### config.mk
export PLATFORM = sky130hd
export DESIGN_NAME = blr_stepper
export DESIGN_NICKNAME = d
export VERILOG_FILES = /design/src/hdl/blr_pkg.sv /design/src/hdl/blr_stepper.sv
export SDC_FILE = /design/constraint.sdc
export NUM_CORES = 1
export LEC_CHECK = 0
export BUFFER_PORTS_ARGS = -buffer_cell sky130_fd_sc_hd__buf_2
export CAP_MARGIN = 20
export CORE_ASPECT_RATIO = 0.9
export CORE_MARGIN = 4
export CORE_UTILIZATION = 39
export CTS_CLUSTER_DIAMETER = 60
export DETAILED_ROUTE_END_ITERATION = 8
export SYNTH_ARGS = -nofsm -noshare
export SYNTH_HDL_FRONTEND = slang
export SYNTH_SLANG_ARGS = --single-unit
### constraint.sdc
create_clock -name clk_i -period 5.1 [get_ports clk_i]
set_input_delay 0.765 -clock clk_i [delete_from_list [all_inputs] [get_ports clk_i]]
set_output_delay 0.765 -clock clk_i [all_outputs]
set_load 0.03 [all_outputs]
### src/hdl/blr_pkg.sv
// Shared constants and types of the bitmap line rasterizer.
package blr_pkg;

  // Bitmap geometry
  localparam int BITMAP_WIDTH  = 320;
  localparam int BITMAP_HEIGHT = 200;
  localparam int LINE_BYTES    = (BITMAP_WIDTH + 7) / 8;
  localparam int STORE_BYTES   = LINE_BYTES * BITMAP_HEIGHT;
  localparam int ADDR_W        = $clog2(STORE_BYTES);

  // Request layout
  localparam int COORD_W     = 10;
  localparam int IN_DATA_W   = 48;
  localparam int OUT_DATA_W  = 8;

  // Request kinds carried on tuser
  localparam logic MODE_DRAW = 1'b0;
  localparam logic MODE_READ = 1'b1;

  typedef logic signed [COORD_W-1:0] coord_t;

  // Sequencer commands to the line stepper
  typedef struct packed {
    logic load;
    logic advance;
  } step_ctl_t;

  // Current stepper position
  typedef struct packed {
    coord_t x;
    coord_t y;
    logic   at_end;
  } step_stat_t;

  typedef enum logic [2:0] {
    ST_CLEAR,
    ST_IDLE,
    ST_PLOT,
    ST_MODIFY,
    ST_FETCH,
    ST_DONE
  } state_e;

endpackage

### src/hdl/blr_stepper.sv
// Bresenham line stepper: holds the error term and walks one pixel per advance.
module blr_stepper (
  input  logic               clk_i,
  input  blr_pkg::step_ctl_t ctl_i,
  input  blr_pkg::coord_t    start_x_i,
  input  blr_pkg::coord_t    start_y_i,
  input  blr_pkg::coord_t    end_x_i,
  input  blr_pkg::coord_t    end_y_i,
  output blr_pkg::step_stat_t stat_o
);

  blr_pkg::coord_t x_q, x_d, y_q, y_d, ex_q, ey_q;
  logic            stx_q, sty_q;
  logic [9:0]      ax_q;
  logic signed [10:0] ny_q;
  logic signed [12:0] acc_q, acc_d;

  logic signed [10:0] ddx, ddy, ny_new;
  logic [9:0]         ax_new;
  logic signed [13:0] twice, ny14, ax14;
  logic signed [12:0] ny13, ax13;
  logic               go_x, go_y;

  // Set up deltas and the initial error term from the request
  always_comb begin
    ddx    = {end_x_i[9], end_x_i} - {start_x_i[9], start_x_i};
    ddy    = {end_y_i[9], end_y_i} - {start_y_i[9], start_y_i};
    ax_new = ddx[10] ? 10'(-ddx) : ddx[9:0];
    ny_new = ddy[10] ? ddy : -ddy;
  end

  // Decide the step on each axis and the new error term
  always_comb begin
    twice = {acc_q, 1'b0};
    ny14  = {{3{ny_q[10]}}, ny_q};
    ax14  = $signed({4'b0000, ax_q});
    ny13  = {{2{ny_q[10]}}, ny_q};
    ax13  = $signed({3'b000, ax_q});
    go_x  = (twice >= ny14);
    go_y  = (twice <= ax14);
    acc_d = acc_q + (go_x ? ny13 : 13'sd0) + (go_y ? ax13 : 13'sd0);
    x_d   = go_x ? (x_q + (stx_q ? 10'sd1 : -10'sd1)) : x_q;
    y_d   = go_y ? (y_q + (sty_q ? 10'sd1 : -10'sd1)) : y_q;
  end

  // Load a new line or advance one pixel
  always_ff @(posedge clk_i) begin
    if (ctl_i.load) begin
      x_q   <= start_x_i;
      y_q   <= start_y_i;
      ex_q  <= end_x_i;
      ey_q  <= end_y_i;
      stx_q <= (start_x_i < end_x_i);
      sty_q <= (start_y_i < end_y_i);
      ax_q  <= ax_new;
      ny_q  <= ny_new;
      acc_q <= $signed({3'b000, ax_new}) + {{2{ny_new[10]}}, ny_new};
    end else if (ctl_i.advance) begin
      x_q   <= x_d;
      y_q   <= y_d;
      acc_q <= acc_d;
    end
  end

  assign stat_o.x      = x_q;
  assign stat_o.y      = y_q;
  assign stat_o.at_end = (x_q == ex_q) && (y_q == ey_q);

endmodule

==> metrics, run 1 <==
mux share of post-synthesis cell area 0.0111; Starting Density 0.400; Peak VDD IR 0.318 mV; status finished clean; synthesized-area fraction occupied by xor and xnor cells 0.105; summed negative setup slack over all endpoints 0 ps; main combinational cell family by area after synthesis adder cells; number of setup buffers added after CTS 0; transition time of the tightest slew-check pin 715 ps; H-tree depth 3; Fin. Hold Viols 0; leading cell type in the layout, fill and taps excluded sky130_fd_sc_hd__ha_1; critical path data arrival time 4950 ps; main flop type after synthesis sky130_fd_sc_hd__edfxtp_1; via count 5199; largest incremental delay on the critical path 420 ps; largest clock skew in the final design 12.4 ps; required time at the endpoint of the critical path 5270 ps; count of mapped cells out of synthesis 699; clock period minus worst slack 4780 ps; most frequent cells in the layout 85 x sky130_fd_sc_hd__ha_1, 76 x sky130_fd_sc_hd__inv_1, 76 x sky130_fd_sc_hd__edfxtp_1; width of the die 147 um; latest clock arrival within the worst-skew pair 340 ps; Static Leakage 3.36 nW; complex-gate fraction of the synthesized area 0.168; wire per inst 15.7 um; post-cts gate resize count 0; average cell area after synthesis 9.70 um2; root buf cell sky130_fd_sc_hd__clkbuf_16; final number of setup-violating endpoints 0; final period utilization 0.938; max-capacitance violation count 0; largest net degree at the start of global routing 61; area enclosed by the die boundary 19600 um2; global-route wire length before repair 25300 um; Site Rows 45; Detailed Place HPWL 12700 um; kind of end point of the critical path flip-flop; Worst Hold Class input port to flip-flop; antenna fix cells 0; TritonCTS clock tree yes; top-area cell type share of the netlist area 0.337; DIE HEIGHT 133 um; number of fillers in the final layout 1679; Max Clock Freq 209 MHz; power density over the cells 647 nW/um2; initial drt markers 204; number of global-route vias before repair 4921; count of flip-flops with a built-in enable after synthesis 76; largest driver fanout on the critical path 5; Pre-antenna DRT Iters 4; clock-pin slew on the worst setup and hold paths 60 ps; Total Routed Length 15900 um; vias per std cell 5.14; worst-case clock buffer depth 2; initial antenna violation count 0; combined area of all synthesized cells 6780 um2; post-layout power 0.00497 W; area of combinational cells with multiple inputs 4180 um2; Layout Area Growth over Synthesis 13.2%; share of async-settable or async-resettable flops after synthesis 0; number of buffers added to fix hold violations after cts 0; setup repair after global routing missed its margin false; share of synthesized cell area in full adder, half adder and majority cells 0.204; GP Congestion 0.842; clock sink total 76; top area cells in the synthesized netlist sky130_fd_sc_hd__edfxtp_1 34%, sky130_fd_sc_hd__ha_1 16%, sky130_fd_sc_hd__xnor2_1 6.3%; most common cell type on the critical path sky130_fd_sc_hd__o21a_1; cell at the slowest stage of the critical path sky130_fd_sc_hd__edfxtp_1; area share of and/or/nand/nor cells after synthesis 0.128; number of nets with antenna violations after routing 0; list of cells traversed by the critical path ha_1 > nor2b_1 > o21a_1 > o21a_1 > o21a_1 > o21a_1 > o211ai_1 > a211oi_2 > or3b_1 > fa_1 > inv_1 > ha_1 > inv_1 > fa_1 > nor2b_1 > o21ai_0 > a21boi_1 > o21ai_1 > a21oi_2 > xor2_1 > mux2i_1 > a31oi_1; count of final max-slew check failures 0; number of remaining DRC errors 0; core area 16900 um2; launching element type of the critical path flip-flop; Max-Slew Margin vs Limit 0.516; number of I/O port buffers 63; Net count, final 916; total I/O pin count 64; Synthesized Nets 843; sequential cell area 2280 um2; residual overflow from global routing 0; proportion of synthesized chip area in sequential cells 0.337; Crit Path Category flip-flop to flip-flop; count of yosys warnings during synthesis 0; post-place setup slack 198 ps; proportion of layout cells with a drive suffix above 1 0.122; cell type contributing the most total cell area after synthesis sky130_fd_sc_hd__edfxtp_1; overall global routing resource usage 0.162; TritonCTS buffer count 9; flops & latches, synth 76; fin worst setup slack 317 ps; number of different library cells in the post-synthesis netlist 61
stage by stage:
stage	instance area, um2	std cells	hold slack [ps]	utilization
after floorplan	6780	699	734	-
after global placement	7420	996	730	0.438
after detailed placement	7420	996	730	0.438
after CTS	7670	1011	606	0.452
after global routing	7680	1011	611	0.453
final	7680	1011	614	0.453
report_power, final:
group | switching, W | leakage [nW] | internal [W]
clock | 0.000240 | 0.124 | 0.000322
combinational | 0.00183 | 2.48 | 0.00140
sequential | 0.000182 | 0.754 | 0.000995
flip-flops by register name, indices dropped and copies added (netlist names), 10 cells and up:
name   cells
ex_q      10
ny_q      11
y_q       10
x_q       10
acc_q     13
ey_q      10
ax_q      10
critical path, delay by kind of cell (launching register included):
family / cells / cell delay, ps
flip-flops: 1 / 420
AO/OA/AOI/OAI: 11 / 1850
AND/OR/NAND/NOR: 3 / 680
XOR/XNOR: 1 / 200
adder cells (fa/ha/maj): 4 / 1230
buffers and inverters: 2 / 120
multiplexers: 1 / 90
worst paths after layout:
kind / from / to / slack (ps) / cells past startpoint
max: acc_q[0]$_DFFE_PP_ / acc_q[9]$_DFFE_PP_ / 320 / 22
min: end_x_i[8] / ex_q[8]$_DFFE_PP_ / 610 / 1
max reg2reg: acc_q[0]$_DFFE_PP_ / acc_q[9]$_DFFE_PP_ / 320 / 22
min reg2reg: x_q[0]$_DFFE_PP_ / x_q[0]$_DFFE_PP_ / 740 / 1
cells by family (layout without fill, tap and decap cells):
group	count (synthesis)	count (layout)
fa+ha+maj	101	101
mux	7	7
flops	76	76
xor+xnor	81	81
buf+inv	87	164
simple gates	173	173
compound gates	174	174
layer usage:
metal	wire (um)	global-route usage	share of wire
met5	0	0	0
met4	188	0.0445	0.012
met3	748	0.0291	0.047
met2	6770	0.245	0.43
met1	8150	0.239	0.51
cells in the mapped netlist (8+ instances only):
master and number:
sky130_fd_sc_hd__nand3_1 8, sky130_fd_sc_hd__nor2_1 41, sky130_fd_sc_hd__o21bai_1 11, sky130_fd_sc_hd__a21o_1 18, sky130_fd_sc_hd__nor3_1 18, sky130_fd_sc_hd__nor2b_1 14
sky130_fd_sc_hd__nand2_1 43, sky130_fd_sc_hd__and2_1 10, sky130_fd_sc_hd__o21ai_1 18, sky130_fd_sc_hd__a211oi_1 8, sky130_fd_sc_hd__inv_1 76, sky130_fd_sc_hd__xnor2_1 49
sky130_fd_sc_hd__o21a_1 9, sky130_fd_sc_hd__fa_1 16, sky130_fd_sc_hd__ha_1 85, sky130_fd_sc_hd__o21ai_0 30, sky130_fd_sc_hd__a21oi_1 39, sky130_fd_sc_hd__xor2_1 32
sky130_fd_sc_hd__edfxtp_1 76
cell type report:
type,count,share of cell area
Tap cell,235,0.0383
Clock inverter,4,0.00228
Sequential cell,76,0.297
Clock buffer,11,0.0303
Inverter,78,0.0381
Multi-Input combinational cell,536,0.544
Timing Repair Buffer,71,0.0492
Note: power is estimated with default switching activity, not from simulation.
==> run 2, diff against run 1 <==
PLACE_DENSITY = 0.55   (was not set)
==> metrics, run 2 (synthesized netlist as in run 1, its figures left out) <==
most frequent cells in the layout 84 x sky130_fd_sc_hd__ha_1, 76 x sky130_fd_sc_hd__inv_1, 76 x sky130_fd_sc_hd__edfxtp_1; Site Rows 45; vias per std cell 5.29; Worst Hold Class input port to flip-flop; Post-DP Area 7410 um2; final number of setup-violating endpoints 0; proportion of layout cells with a drive suffix above 1 0.129; required time at the endpoint of the critical path 5190 ps; final period utilization 0.950; Detailed Place HPWL 13700 um; clock sink total 76; clock-pin slew on the worst setup and hold paths 70 ps; Max Clock Freq 206 MHz; transition time of the tightest slew-check pin 873 ps; Total Routed Length 17100 um; Net count, final 916; summed negative setup slack over all endpoints 0 ps; Hold Startpoint end_x_i[0]; top register by number of flip-flops acc_q; post-place setup slack 56.5 ps; Crit Path Category flip-flop to flip-flop; TritonCTS clock tree yes; core area 16900 um2; Layout Area Growth over Synthesis 13.6%; area enclosed by the die boundary 19600 um2; antenna fix cells 0; post-layout power 0.00506 W; latest clock arrival within the worst-skew pair 350 ps; number of remaining DRC errors 0; worst setup path end acc_q[11]$_DFFE_PP_; crit path buf inv count 2; R2R setup slack 250 ps; critical path data arrival time 4930 ps; largest driver fanout on the critical path 7; leading cell type in the layout, fill and taps excluded sky130_fd_sc_hd__ha_1; width of the die 147 um; number of I/O port buffers 63; Pre-antenna DRT Iters 6; residual overflow from global routing 0; Peak VDD IR 0.248 mV; number of fillers in the final layout 1643; TritonCTS buffer count 9; Static Leakage 3.36 nW; count of final max-slew check failures 0; Fin. Hold Viols 0; overall global routing resource usage 0.176; largest incremental delay on the critical path 490 ps; root buf cell sky130_fd_sc_hd__clkbuf_16; global-route wire length before repair 27600 um; H-tree depth 3; GP Congestion 0.856; clock period minus worst slack 4850 ps; largest net degree at the start of global routing 77; cell count of the worst reg-to-reg path 21; number of nets with antenna violations after routing 0; worst-case clock buffer depth 2; Worst Hold Slack 607 ps; Reg2Reg Capture Point acc_q[11]$_DFFE_PP_; list of cells traversed by the critical path ha_1 > nor2b_1 > o21a_1 > o21a_1 > o21a_1 > o21a_1 > o211ai_1 > a211oi_2 > buf_4 > or3_1 > fa_1 > inv_1 > ha_1 > nor2b_1 > o21ai_0 > a21boi_1 > o21ai_1 > a21oi_2 > a31oi_1 > xor2_1 > o21ai_1; DIE HEIGHT 133 um; power density over the cells 657 nW/um2; Max-Slew Margin vs Limit 0.418; status finished clean; final std cell area, no fill 7700 um2; initial antenna violation count 1; setup repair after global routing missed its margin false; cell at the slowest stage of the critical path sky130_fd_sc_hd__fa_1; max-capacitance violation count 0; total I/O pin count 64; fin worst setup slack 255 ps; Setup crit start acc_q[0]$_DFFE_PP_; via count 5349; wire per inst 16.9 um; biggest registers after layout acc_q x13, ny_q x11; count of cell instances traversed by the critical path 21; most common cell type on the critical path sky130_fd_sc_hd__o21a_1; kind of end point of the critical path flip-flop; max FFs per register 13; Reg2Reg Launch Point acc_q[0]$_DFFE_PP_; Starting Density 0.400; kind of cell adding the most delay to the critical path compound AO/OA/AOI/OAI gates; number of global-route vias before repair 5357; launching element type of the critical path flip-flop; largest clock skew in the final design 11.1 ps; initial drt markers 246
-- run 2: cell types whose count changed in the layout (fill, tap and decap cells not counted) --
cell	before	now
sky130_fd_sc_hd__ha_1	85	84
sky130_fd_sc_hd__clkbuf_1	2	1
sky130_fd_sc_hd__clkinvlp_4	0	3
sky130_fd_sc_hd__clkinv_1	2	0
sky130_fd_sc_hd__clkinv_4	0	1
sky130_fd_sc_hd__ha_2	0	1
-- run 2: metal layers --
metal	up-vias	wire (um)	track usage
met4	2	270	0.0445
li1	2656	-	-
met1	2533	8090	0.243
met2	138	7820	0.284
met5	-	20	0
met3	20	894	0.0366
-- run 2: repair_timing --
action	CTS	global route
resized for setup	0	3
setup buffers	0	1
endpoints found under the hold margin	0	0
endpoints found under the setup margin	0	2
hold buffers	0	0
-- run 2: worst min-delay path by stage --
stage / to / depth (start not counted)
global placement: y_q[0]$_DFFE_PP_ / 1
floorplan: x_q[9]$_DFFE_PP_ / 3
global route: ex_q[5]$_DFFE_PP_ / 1
finish: ex_q[0]$_DFFE_PP_ / 1
detailed placement: y_q[0]$_DFFE_PP_ / 1
CTS: ex_q[0]$_DFFE_PP_ / 1
-- run 2: layout make-up --
type                            count  area, um2  area share
Clock buffer                       10        229      0.0297
Clock inverter                      6       41.3     0.00536
Inverter                           78        293      0.0380
Multi-Input combinational cell    536       4180       0.543
Sequential cell                    76       2280       0.296
Tap cell                          235        294      0.0382
Timing Repair Buffer               71        378      0.0491
-- run 2: power breakdown --
| group | internal [W] | switching (W) |
|---|---|---|
| clock | 0.000329 | 0.000271 |
| combinational | 0.00141 | 0.00186 |
| sequential | 0.000995 | 0.000198 |
| total | 0.00273 | 0.00233 |
-- run 2: through the flow --
step,utilization,std cells
floorplan,-,699
CTS,0.453,1011
global route,0.454,1012
global placement,0.437,995
detailed placement,0.437,995
finish,0.454,1012
